==> config.mk <==
export PLATFORM = sky130hd
export DESIGN_NAME = millisecond_housekeeping_timer_unit
export DESIGN_NICKNAME = d
export VERILOG_FILES = /design/src/design/mhtu_pkg.sv /design/src/design/millisecond_housekeeping_timer_unit.sv
export SDC_FILE = /design/constraint.sdc
export NUM_CORES = 1
export LEC_CHECK = 0
export BUFFER_PORTS_ARGS = -buffer_cell sky130_fd_sc_hd__buf_2
export CELL_PAD_IN_SITES_DETAIL_PLACEMENT = 2
export CELL_PAD_IN_SITES_GLOBAL_PLACEMENT = 2
export CORE_MARGIN = 1.5
export CORE_UTILIZATION = 34
export DETAILED_ROUTE_END_ITERATION = 7
export PLACE_DENSITY_LB_ADDON = 0.1
export SLEW_MARGIN = 0
export SYNTH_ARGS = -nofsm -noshare
export SYNTH_HDL_FRONTEND = slang
export SYNTH_SLANG_ARGS = --single-unit
export TNS_END_PERCENT = 20
==> constraint.sdc <==
create_clock -name i_clk -period 6.4 [get_ports i_clk]
set_clock_uncertainty 0.05 [all_clocks]
set_input_delay 0.32 -clock i_clk [delete_from_list [all_inputs] [get_ports i_clk]]
set_output_delay 0.32 -clock i_clk [all_outputs]
set_load 0.01 [all_outputs]
==> src/design/mhtu_pkg.sv <==
// Package: shared constants, register indexes and result word type for the housekeeping timer.
`default_nettype none
package mhtu_pkg;

    // Debounce pattern bits
    localparam logic [15:0] PatternForce = 16'he000;
    localparam logic [15:0] PatternPress = 16'hf000;

    // Time base
    localparam int unsigned TicksPerSec = 1000;
    localparam int unsigned SecsPerMin  = 60;

    // Saturation and receive gap limits
    localparam logic [15:0] Sat16    = 16'hffff;
    localparam logic [7:0]  Sat8     = 8'hff;
    localparam logic [7:0]  RxGapMin = 8'd10;

    // Reset values that are not zero
    localparam logic [15:0] LoadOffReset = 16'd2;

    // Configuration register indexes
    typedef enum logic [1:0] {
        CFG_WD_LIMIT   = 2'd0,
        CFG_LOAD_OFF   = 2'd1,
        CFG_ADC_PERIOD = 2'd2
    } t_cfg_index;

    // One result word
    typedef struct packed {
        logic        button_pressed;
        logic        led_on;
        logic        load_power_enable;
        logic        adc_sample_strobe;
        logic        rx_parse_strobe;
        logic [15:0] run_minutes;
        logic [15:0] interval_ms;
        logic [15:0] wd_elapsed;
    } t_result;

endpackage
`default_nettype wire

==> src/design/millisecond_housekeeping_timer_unit.sv <==
// Top level: millisecond tick housekeeping timer with output register and skid stage.
// Result words are registered in the output register, or the skid stage on a stall.
// Throughput: one tick word per cycle, if not stalled; all counters update in one
// pass of short increment and compare logic between the state and result registers.
// Reset (synchronous, active low) restores every counter to its power-up value
// and clears the config registers; no clearing pass is needed.
`default_nettype none
module millisecond_housekeeping_timer_unit (
    input  wire logic                      i_clk,
    input  wire logic                      i_rst_n,
    // tick input channel
    input  wire logic                      i_valid,
    output logic                           o_stall,
    input  wire logic                      i_button_pin,
    input  wire logic                      i_adc_count_clear,
    input  wire logic                      i_rx_data_pending,
    input  wire logic                      i_rx_gap_clear,
    input  wire logic [7:0]                i_led_load_ms,
    input  wire logic                      i_watchdog_clear,
    input  wire logic                      i_interval_clear,
    input  wire logic [15:0]               i_force_off_seconds,
    // result output channel
    output logic                           o_valid,
    input  wire logic                      i_stall,
    output logic                           o_button_pressed,
    output logic                           o_led_on,
    output logic                           o_load_power_enable,
    output logic                           o_adc_sample_strobe,
    output logic                           o_rx_parse_strobe,
    output logic [15:0]                    o_run_minutes,
    output logic [15:0]                    o_interval_ms,
    output logic [15:0]                    o_wd_elapsed,
    // config write port
    input  wire logic                      i_cfg_we,
    input  wire mhtu_pkg::t_cfg_index      i_cfg_index,
    input  wire logic [15:0]               i_cfg_data
);
    import mhtu_pkg::*;

    // config registers
    logic [15:0] r_wd_limit, r_load_off_time, r_adc_period;

    // timer state
    logic        r_last_pin, n_last_pin;
    logic [15:0] r_shift, n_shift;
    logic [7:0]  r_led, n_led;
    logic [15:0] r_interval, n_interval;
    logic [9:0]  r_tick, n_tick;
    logic [5:0]  r_second, n_second;
    logic [15:0] r_uptime, n_uptime;
    logic [15:0] r_wd, n_wd;
    logic [15:0] r_load_off, n_load_off;
    logic        r_pwr, n_pwr;
    logic [15:0] r_adc, n_adc;
    logic [7:0]  r_gap, n_gap;

    // output register and skid stage
    t_result     r_out, r_skid, n_result;
    logic        r_out_valid, r_skid_valid;

    logic        acc, take, sec_edge;

    // handshake
    assign acc     = i_valid && !r_skid_valid;
    assign take    = r_out_valid && !i_stall;
    assign o_stall = r_skid_valid;
    assign o_valid = r_out_valid;

    assign o_button_pressed    = r_out.button_pressed;
    assign o_led_on            = r_out.led_on;
    assign o_load_power_enable = r_out.load_power_enable;
    assign o_adc_sample_strobe = r_out.adc_sample_strobe;
    assign o_rx_parse_strobe   = r_out.rx_parse_strobe;
    assign o_run_minutes       = r_out.run_minutes;
    assign o_interval_ms       = r_out.interval_ms;
    assign o_wd_elapsed        = r_out.wd_elapsed;

    assign sec_edge = (r_tick == 10'(TicksPerSec - 1));

    // next state and result for one tick
    always_comb begin
        logic [15:0] wd, lor;
        logic [7:0]  led, gap;
        logic [15:0] ic, adc;
        logic        led_now, strobe;

        // loads and clears from the tick word
        led = (i_led_load_ms != 8'd0) ? i_led_load_ms : r_led;
        wd  = i_watchdog_clear ? 16'd0 : r_wd;
        ic  = i_interval_clear ? 16'd0 : r_interval;
        lor = (i_force_off_seconds != 16'd0) ? i_force_off_seconds : r_load_off;
        adc = i_adc_count_clear ? 16'd0 : r_adc;
        gap = i_rx_gap_clear ? 8'd0 : r_gap;

        // debounce on the previous sample
        n_shift    = {r_shift[14:0], ~r_last_pin} | PatternForce;
        n_last_pin = i_button_pin;

        // LED countdown
        led_now = (led != 8'd0);
        n_led   = led_now ? led - 8'd1 : led;

        // interval counter
        n_interval = (ic != Sat16) ? ic + 16'd1 : ic;

        // second and minute base, watchdog and load power
        n_pwr    = r_pwr;
        n_second = r_second;
        n_uptime = r_uptime;
        if (sec_edge) begin
            n_tick = 10'd0;
            if (wd != Sat16) begin
                wd = wd + 16'd1;
            end
            if (r_wd_limit != 16'd0 && wd > r_wd_limit && lor == 16'd0) begin
                lor = r_load_off_time;
            end
            if (lor == 16'd0) begin
                n_pwr = 1'b1;
            end else begin
                n_pwr = 1'b0;
                lor   = lor - 16'd1;
                if (lor == 16'd0) begin
                    wd = 16'd0;
                end
            end
            if (r_second == 6'(SecsPerMin - 1)) begin
                n_second = 6'd0;
                if (r_uptime != Sat16) begin
                    n_uptime = r_uptime + 16'd1;
                end
            end else begin
                n_second = r_second + 6'd1;
            end
        end else begin
            n_tick = r_tick + 10'd1;
        end
        n_wd       = wd;
        n_load_off = lor;

        // ADC strobe, 16-bit wrap
        adc    = adc + 16'd1;
        strobe = (adc == r_adc_period);
        n_adc  = strobe ? 16'd0 : adc;

        // receive gap
        n_gap = (gap != Sat8) ? gap + 8'd1 : gap;

        n_result.button_pressed    = (n_shift == PatternPress);
        n_result.led_on            = led_now;
        n_result.load_power_enable = n_pwr;
        n_result.adc_sample_strobe = strobe;
        n_result.rx_parse_strobe   = (n_gap >= RxGapMin) && i_rx_data_pending;
        n_result.run_minutes       = n_uptime;
        n_result.interval_ms       = n_interval;
        n_result.wd_elapsed        = n_wd;
    end

    // config writes
    always_ff @(posedge i_clk) begin
        if (!i_rst_n) begin
            r_wd_limit      <= 16'd0;
            r_load_off_time <= 16'd0;
            r_adc_period    <= 16'd0;
        end else if (i_cfg_we) begin
            case (i_cfg_index)
                CFG_WD_LIMIT:   r_wd_limit      <= i_cfg_data;
                CFG_LOAD_OFF:   r_load_off_time <= i_cfg_data;
                CFG_ADC_PERIOD: r_adc_period    <= i_cfg_data;
                default: ;
            endcase
        end
    end

    // timer state, advanced once per accepted tick
    always_ff @(posedge i_clk) begin
        if (!i_rst_n) begin
            r_last_pin <= 1'b1;
            r_shift    <= 16'd0;
            r_led      <= 8'd0;
            r_interval <= 16'd0;
            r_tick     <= 10'd0;
            r_second   <= 6'd0;
            r_uptime   <= 16'd0;
            r_wd       <= 16'd0;
            r_load_off <= LoadOffReset;
            r_pwr      <= 1'b0;
            r_adc      <= 16'd0;
            r_gap      <= Sat8;
        end else if (acc) begin
            r_last_pin <= n_last_pin;
            r_shift    <= n_shift;
            r_led      <= n_led;
            r_interval <= n_interval;
            r_tick     <= n_tick;
            r_second   <= n_second;
            r_uptime   <= n_uptime;
            r_wd       <= n_wd;
            r_load_off <= n_load_off;
            r_pwr      <= n_pwr;
            r_adc      <= n_adc;
            r_gap      <= n_gap;
        end
    end

    // output register and skid control
    always_ff @(posedge i_clk) begin
        if (!i_rst_n) begin
            r_out_valid  <= 1'b0;
            r_skid_valid <= 1'b0;
        end else begin
            if (take || !r_out_valid) begin
                r_out_valid  <= r_skid_valid || acc;
                r_skid_valid <= 1'b0;
            end else if (acc) begin
                r_skid_valid <= 1'b1;
            end
        end
    end

    // result payload
    always_ff @(posedge i_clk) begin
        if (take || !r_out_valid) begin
            r_out <= r_skid_valid ? r_skid : n_result;
        end
        if (acc && r_out_valid && !take) begin
            r_skid <= n_result;
        end
    end

    // checks
    a_tick_range: assert property (@(posedge i_clk) disable iff (!i_rst_n)
        r_tick < 10'(TicksPerSec))
        else $error("tick counter out of range");

    a_second_range: assert property (@(posedge i_clk) disable iff (!i_rst_n)
        r_second < 6'(SecsPerMin))
        else $error("second counter out of range");

    a_skid_needs_out: assert property (@(posedge i_clk) disable iff (!i_rst_n)
        r_skid_valid |-> r_out_valid)
        else $error("skid word held with empty output register");

    a_accept_delivers: assert property (@(posedge i_clk) disable iff (!i_rst_n)
        acc |=> r_out_valid)
        else $error("accepted tick produced no result word");

    a_power_on_second: assert property (@(posedge i_clk) disable iff (!i_rst_n)
        (acc && (n_pwr != r_pwr)) |-> sec_edge)
        else $error("load power changed off a second boundary");

endmodule
`default_nettype wire

==> results of run 1 <==
==> power groups by stage <==
stage / logic, mW / clock network, mW / registers (mW)
detailed placement: 0.366 / 0 / 2.01
global route: 0.422 / 2.17 / 1.98
global placement: 0.355 / 0 / 2.01
CTS: 0.376 / 2.11 / 1.97
finish: 0.381 / 2.04 / 1.97
floorplan: 0.211 / 0 / 2.00
==> critical path: cells and delay by family (launching register included) <==
family                     cells  cell delay, ns
and+or+nand+nor               16            2.88
AOI/OAI and AO/OA              5            1.17
adders and majority gates      3            0.69
DFF                            1            0.37
muxes                          2            0.37
buffers and inverters          2            0.32
xor gates and xnor gates       1            0.15
==> what timing repair did <==
item                       CTS  global route
hold endpoints to repair    20             0
setup buffers                1            10
pin swaps                    4            34
gates resized for setup      5            52
setup endpoints to repair    9            48
gates cloned                 0             1
hold buffers                11             0
==> per-stage QoR <==
step | hold WS [ns] | instances | utilization | TNS [ns] | setup WS [ns]
floorplan | 0.3818 | 1663 | - | 0 | 0.01558
global placement | 0.3926 | 2277 | 0.3779 | 0 | 0.01206
detailed placement | 0.4122 | 2277 | 0.3779 | -1.661 | -0.2030
CTS | 0.0004313 | 2354 | 0.4090 | 0 | 0.01369
global route | 0.02891 | 2365 | 0.4171 | -1.818 | -0.1991
finish | 0.02556 | 2365 | 0.4171 | 0 | 0.1094
==> cell usage in the layout, fill, tap and decap left out, types with 13 or more instances in the layout <==
cell and n:
mux2_2 39, nor3_1 52, or3_1 13, buf_4 64, nand2_1 269, nand2b_1 16
buf_2 107, a21oi_1 152, xnor2_1 51, xor2_1 45, clkbuf_16 37, o21ai_0 54
o31ai_1 13, nor2b_1 28, nor4_1 24, edfxtp_1 106, and3_1 14, dfxtp_1 172
ha_1 23, inv_1 29, nor2_1 168, nand4_1 25, nand3_1 60
==> worst max-delay path by stage <==
stage	startpoint	to	slack [ns]	cells past startpoint
2_1_floorplan	i_watchdog_clear	o_wd_elapsed[3]	0.02	32
3_5_place_dp	i_watchdog_clear	o_wd_elapsed[10]	-0.20	31
3_3_place_gp	i_watchdog_clear	o_wd_elapsed[6]	0.01	31
4_1_cts	r_wd[1]	o_wd_elapsed[10]	0.01	29
6_report	r_wd[0]	o_wd_elapsed[10]	0.11	29
5_1_grt	r_wd[0]	o_wd_elapsed[10]	-0.20	29
==> area by class of cell <==
| class | instances | area share |
|---|---|---|
| clock inverters | 21 | 0.01289 |
| repair buffers | 186 | 0.06842 |
| flip-flops and latches | 282 | 0.3819 |
| clock buffers | 44 | 0.05354 |
| multi-input cells | 1263 | 0.4383 |
| well taps | 539 | 0.03837 |
| inverters | 30 | 0.006550 |
==> metal layers <==
layer / vias up / part of all wire / routed length, µm / track usage
li1: 6213 / - / - / -
met1: 6627 / 0.46 / 22270 / 0.2759
met2: 224 / 0.48 / 23620 / 0.3755
met3: 75 / 0.033 / 1584 / 0.02890
met4: 0 / 0.026 / 1243 / 0.07740
met5: - / 0 / 0 / 0
==> registers in the layout, summed over array words and instances, names as in the netlist, 6 cells and up <==
name,flops
o_interval_ms,16
o_run_minutes,16
o_wd_elapsed,16
r_adc,16
r_adc_period,16
r_gap,8
r_interval,16
r_led,8
r_load_off,16
r_load_off_time,16
r_second,6
r_shift,12
r_skid,53
r_tick,10
r_uptime,16
r_wd,16
r_wd_limit,16
==> kinds of logic after synthesis <==
logic type                 after synthesis  synth area share
buffers and inverters                  118           0.03132
and+or+nand+nor                        760            0.2486
DFF                                    282            0.4600
adders and majority gates               25           0.02146
xor gates and xnor gates               100           0.06008
muxes                                   49           0.03716
AOI/OAI and AO/OA                      329            0.1414
==> results.ini, run 1 <==
[finish]
fillerInstances=4655
num-nets-final=1877
layout-drive-gt1-share=0.1867
seq_area_um2=6711
antenna_cells=0
area_delta_synth_final_pct=20.55
fin_area_um2=17570
multi_input_area_um2=7704

[synthesis]
yosys_warnings=0
synthArstFlopShare=0
yosysSeqAreaShare=0.4600
ys.flop_type=dfxtp_1
synthCells=1663
ys_seq_elements=282
syn_nets=1741
synth_top_area_frac=0.2417
yosysMostFrequentCell=nand2_1
synth_area_leaders=dfxtp_1 24%, edfxtp_1 22%, nand2_1 7.0%, a21oi_1 5.3%, nor2_1 4.5%
synth_top_cell_by_area=dfxtp_1
synth.avg_cell_area_um2=8.767
synth-edff-count=106
synthDistinctLibCells=80
synthesis.area_um2=14580
synth_common_cells=272 x nand2_1, 176 x dfxtp_1, 174 x nor2_1, 153 x a21oi_1, 106 x edfxtp_1

[clock_network]
clock_latency_ns=0.56
cts_sinks=282
htree_levels=2
cts_buffer_depth=3
cts_tree=yes
clkTransAtPathRegs_ns=0.06
numCtsBuffers=36
clockRootBuffer=clkbuf_16

[timing]
max_slew_margin=0.1887
setup_viol=0
maxSlewViolCount=0
min_period_ns=6.291
worst_pin_slew_ns=1.208
rsz0062_at_grt=true
hold_viol_final=0
fmax_ghz=0.1590
fin_crit_sh=0.9829

[hold_path]
hold_start=i_cfg_data[7]
holdPathEnd=r_adc_period[7]
whs_path_depth=3
min_path_type=in -> reg

[worst_setup_path]
cp_max_fo=8
worstRegToRegCells=29
end_kind=register
ff2ff_setup_slack_ns=0.11
cp.required_ns=6.65
r2r_end=o_wd_elapsed[10]
crit_arrival_ns=6.54
critPathLaunchType=register
cp_slowest_stage_delay_ns=0.40
rr_startpoint=r_wd[0]
cp_slowest_cell=or3_4
crit_type=reg -> reg

[pwr]
seqPwrFrac=0.449
clkPwrFrac=0.464
power_density_nw_per_um2=249.8
peakVddDrop_mv=0.1679
power_frac_comb=0.087
swShare=0.2536
power.total_mw=4.390
power.leakage_nw=6.504
switching_power_mw=1.113
p_int_mw=3.277

[floorplanning]
die_x_um=210.1
ios=108
die_height_um=210.1
initial_core_util=0.3460
core_area_um2=42130
die_area_um2=44130
row_count=75

[routing]
drtPass1Iterations=7
drt-total-wl_um=48720
drc_errors=0
drt_first_iter_violations=676
ant_nets=0
viasPerCell=5.556
drt-wirelength-per-cell_um=20.60
vias=13140

[grt]
grt_antenna_before_repair=0
grt_pass1_wl_um=75890
grt_usage=0.2168
grt-ovfl-total=0
grt_pass1_vias=13820
grt_max_degree=81

[place]
placed_area_um2=15920
hpwl_um=33330
gp_congestion=0.8446
portBuffers=107

[job]
cap_violations=0

[outcome]
status=finished, final reports clean

No activity file was read; power rests on OpenSTA's default activity.
==> run 2: changes to the inputs <==
CORE_UTILIZATION = 38   (was 34)
clock period = 6.6 ns   (was 6.4 ns; I/O delays follow)
==> run 2 against run 1 <==
Compared with the run above: global-route usage increased by 3.1 points; register-to-register slack better by 0.04 ns; clock power decreased by 5%; die area decreased by 10%; first-iteration DRC count down 16%; critical path depth is 1 higher; critical endpoint is now o_wd_elapsed[6]; largest cell class unchanged; fmax down 2.5%.
==> results.ini, run 2 (synthesis gave the netlist of run 1 again) <==
[clock_network]
cts_tree=yes
clockRootBuffer=clkbuf_16
clock_latency_ns=0.55
cts_buffer_depth=3
htree_levels=2
numCtsBuffers=35
clkTransAtPathRegs_ns=0.06
cts_sinks=282

[timing]
fin_crit_sh=0.9775
setup_viol=0
max_slew_margin=0.1930
hold_viol_final=0
hold_ws_ns=0.01964
worst_pin_slew_ns=1.210
maxSlewViolCount=0
finalSetupTns_ns=0
min_period_ns=6.451
fmax_ghz=0.1550

[worst_setup_path]
rr_startpoint=r_wd[2]
crit_type=reg -> reg
cp.required_ns=6.85
cp_slowest_stage_delay_ns=0.43
crit_arrival_ns=6.70
cp_max_fo=6
critPathLaunchType=register
cp_slowest_cell=dfxtp_1
end_kind=register
crit_start=r_wd[2]
crit_top_cell=nor2_1

[pwr]
power.total_mw=4.211
power.leakage_nw=6.326
swShare=0.2531
power_frac_comb=0.086
power_density_nw_per_um2=246.0
switching_power_mw=1.066
clkPwrFrac=0.460
p_int_mw=3.145
peakVddDrop_mv=0.1600
seqPwrFrac=0.454

[routing]
ant_nets=0
viasPerCell=5.663
drt-wirelength-per-cell_um=21.22
vias=13080
drtPass1Iterations=6
drt_first_iter_violations=567
drc_errors=0
drt-total-wl_um=49010

[finish]
antenna_cells=0
regMostFlops=r_skid
fillerInstances=4219
layout_common_cells=270 x nand2_1, 173 x nor2_1, 172 x dfxtp_1
utilization=0.4535
num-nets-final=1849
area_delta_synth_final_pct=17.44
final_common_cell=nand2_1
largest_reg_flops=53
fin_area_um2=17120
layout-drive-gt1-share=0.1691

[place]
portBuffers=107
gp_congestion=0.8685
hpwl_um=33450
placed_area_um2=15740

[floorplanning]
ios=108
die_x_um=198.9
die_area_um2=39550
row_count=71
initial_core_util=0.3861
core_area_um2=37760
die_height_um=198.9

[grt]
grt_max_degree=78
grt-ovfl-total=0
grt_usage=0.2476
grt_pass1_vias=13940
grt_antenna_before_repair=0
grt_pass1_wl_um=76970

[hold_path]
hold_start=i_cfg_data[9]
min_path_type=in -> reg

[outcome]
status=finished, final reports clean

[job]
cap_violations=0

[run 2: changes by cell type in the layout (fill, tap and decap cells not counted), moves of 3 or more]
cell / before / now
clkbuf_1: 7 / 10
nor2_1: 168 / 173
nor2_2: 5 / 0
buf_4: 64 / 47
nand3_1: 60 / 63
dlygate4sd3_1: 11 / 3
clkinv_1: 6 / 3
clkbuf_8: 1 / 6
clkinv_2: 5 / 2
[run 2: layout make-up]
class | count | area [µm²] | area share
Sequential cell | 282 | 6711 | 0.3920
Timing Repair Buffer | 158 | 929.6 | 0.05430
Multi-Input combinational cell | 1264 | 7576 | 0.4425
Inverter | 30 | 115.1 | 0.006723
Clock inverter | 12 | 128.9 | 0.007527
Tap cell | 511 | 639.4 | 0.03734
Clock buffer | 52 | 1021 | 0.05963
[run 2: worst paths after layout]
path,cells past startpoint,slack [ns],end
hold reg to reg,2,0.42,r_shift[11]
hold / removal,3,0.02,r_load_off_time[9]
setup reg to reg,30,0.15,o_wd_elapsed[6]
setup / recovery,30,0.15,o_wd_elapsed[6]
[run 2: per-stage QoR]
step / setup slack [ns] / std cells
floorplan: 0.1696 / 1663
global placement: 0.08656 / 2233
detailed placement: -0.3624 / 2233
CTS: 0.01352 / 2301
global route: -0.1516 / 2309
finish: 0.1487 / 2309
[run 2: per-layer routing]
layer / global-route usage / wire [µm] / vias to the layer above
met3: 0.03001 / 1713 / 71
met4: 0.07688 / 1156 / 0
met5: 0 / 0 / -
li1: - / - / 6161
met2: 0.4355 / 24300 / 240
met1: 0.3151 / 21840 / 6603
[run 2: power by group through the flow]
stage / logic [mW] / clock network, mW / registers, mW
global placement: 0.338 / 0 / 1.94
finish: 0.362 / 1.94 / 1.91
global route: 0.401 / 2.05 / 1.92
floorplan: 0.205 / 0 / 1.94
CTS: 0.358 / 2.00 / 1.91
detailed placement: 0.353 / 0 / 1.95
[run 2: repair_timing]
action                                  4_1_cts  5_1_grt
hold buffers                                  3        0
pin swaps                                     2       16
setup buffers                                 1        7
gates resized for setup                       4       27
cloned                                        0        1
hold endpoints to repair                      4        0
endpoints found under the setup margin       34       48
[run 2: worst max-delay path, delay by kind of cell (launching register included)]
kind | cells | cell delay (ns)
compound gates | 6 | 1.42
mux | 2 | 0.44
xor+xnor | 1 | 0.13
flops | 1 | 0.43
buf+inv | 2 | 0.36
simple gates | 17 | 2.90
fa+ha+maj | 2 | 0.48
==> run 3: changes to the inputs <==
SETUP_SLACK_MARGIN = 0.5   (was not set)
==> run 3 against run 2 <==
Compared with the run above: combinational power rose by 1%; sequential share of layout area fell by 0.58 points; wire length rose by 1.5%; sequential power barely moved; critical path type unchanged; largest cell class unchanged; largest power group is now sequential cells.
==> results.ini, run 3 (synthesis gave the netlist of run 1 again) <==
[grt]
grt_antenna_before_repair=0
grt_usage=0.2485
grt-ovfl-total=0
grt_pass1_vias=13970
grt_pass1_wl_um=77150
grt_max_degree=96

[floorplanning]
die_area_um2=39550
core_area_um2=37760
ios=108
die_x_um=198.9
initial_core_util=0.3861
row_count=71
die_height_um=198.9

[timing]
fmax_ghz=0.1616
setup_viol=0
fin_crit_sh=0.9378
maxSlewViolCount=0
finalSetupTns_ns=0
hold_viol_final=0
min_period_ns=6.190
worst_pin_slew_ns=1.213
rsz0062_at_grt=true
max_slew_margin=0.1848

[routing]
drt-wirelength-per-cell_um=21.48
ant_nets=0
drtPass1Iterations=5
vias=13170
viasPerCell=5.685
drc_errors=0
drt-total-wl_um=49770
drt_first_iter_violations=712

[finish]
seq_area_um2=6720
final_common_cell=nand2_1
layout-drive-gt1-share=0.1856
layout_common_cells=270 x nand2_1, 169 x dfxtp_1, 167 x nor2_1
fin_cells=2317
num-nets-final=1857
largest_reg_flops=53
area_delta_synth_final_pct=19.36
fillerInstances=4121
regMostFlops=r_skid
fin_area_um2=17400
multi_input_area_um2=7746

[clock_network]
htree_levels=2
cts_tree=yes
clock_latency_ns=0.55
clockRootBuffer=clkbuf_16
cts_sinks=282
cts_buffer_depth=3
numCtsBuffers=34
clkTransAtPathRegs_ns=0.06

[worst_setup_path]
cp_max_fo=6
crit_buf_inv=1
crit_type=reg -> reg
ff2ff_setup_slack_ns=0.41
crit_arrival_ns=6.44
r2r_end=o_wd_elapsed[10]
critPathLaunchType=register
end_kind=register
worstRegToRegCells=27
rr_startpoint=r_wd[1]
cp_slowest_stage_delay_ns=0.40
cp.required_ns=6.85
cp_slowest_cell=or3_4
critical_path.top_delay_family=simple AND/OR/NAND/NOR gates

[place]
gp_congestion=0.8830
dp_cells=2225
portBuffers=107
hpwl_um=32930
placed_area_um2=15710

[job]
cap_violations=0

[hold_path]
hold_start=i_cfg_data[14]
whs_path_depth=3
min_path_type=in -> reg
holdPathEnd=r_load_off_time[14]

[pwr]
power_density_nw_per_um2=240.4
peakVddDrop_mv=0.1757
power.leakage_nw=6.381

[outcome]
status=finished, final reports clean

[run 3: area by class of cell]
| type | count | share of cell area |
|---|---|---|
| well taps | 511 | 0.03674 |
| clock buffers | 45 | 0.05421 |
| diodes | 1 | 0.0001438 |
| repair buffers | 168 | 0.06083 |
| inverters | 30 | 0.006615 |
| clock inverters | 17 | 0.01014 |
| multi-input cells | 1263 | 0.4451 |
| flip-flops and latches | 282 | 0.3862 |
[run 3: report_power, final]
part	switching (mW)	internal (mW)	total (mW)
Clock	0.773	1.13	1.91
Combinational	0.238	0.129	0.367
Sequential	0.0472	1.86	1.91
[run 3: how the worst max path moves through the flow]
| stage | from | end | slack, ns | depth (start not counted) |
|---|---|---|---|---|
| 6_report | r_wd[1] | o_wd_elapsed[10] | 0.41 | 27 |
| 5_1_grt | r_wd[1] | o_wd_elapsed[6] | 0.15 | 27 |
| 4_1_cts | r_wd[0] | o_wd_elapsed[6] | 0.54 | 28 |
| 3_5_place_dp | i_watchdog_clear | o_wd_elapsed[10] | -0.20 | 30 |
| 3_3_place_gp | i_watchdog_clear | o_wd_elapsed[4] | 0.09 | 30 |
| 2_1_floorplan | i_watchdog_clear | o_wd_elapsed[3] | 0.51 | 32 |
[run 3: worst register-to-register path: cells and delay by family, from the launching register on]
family                     cells  cell delay [ns]
adders and majority gates      3             0.71
muxes                          1             0.26
DFF                            1             0.37
and+or+nand+nor               16             3.13
AOI/OAI and AO/OA              5             1.08
xor gates and xnor gates       1             0.17
buffers and inverters          1             0.18
[run 3: layer usage]
metal	vias to the layer above	track usage	part of all wire
met4	0	0.07351	0.021
met2	247	0.4337	0.50
met1	6666	0.3141	0.44
met3	72	0.04035	0.039
li1	6187	-	-
met5	-	0	0
[run 3: stage by stage]
stage,setup WS [ns],hold slack [ns],power (mW),util
finish,0.4102,0.02477,4.183,0.4609
global route,0.1493,0.005169,4.353,0.4608
CTS,0.5413,0.0002383,4.237,0.4535
detailed placement,-0.1984,0.4149,2.297,0.4160
global placement,0.09160,0.3907,2.281,0.4160
floorplan,0.5071,0.3818,2.149,-
[run 3: what timing repair did]
| action | CTS | global route |
|---|---|---|
| pin swaps | 23 | 18 |
| setup buffers | 13 | 10 |
| cloned | 1 | 1 |
| hold buffers | 4 | 0 |
| hold endpoints to repair | 6 | 0 |
| endpoints found under the setup margin | 48 | 48 |
| resized for setup | 34 | 33 |
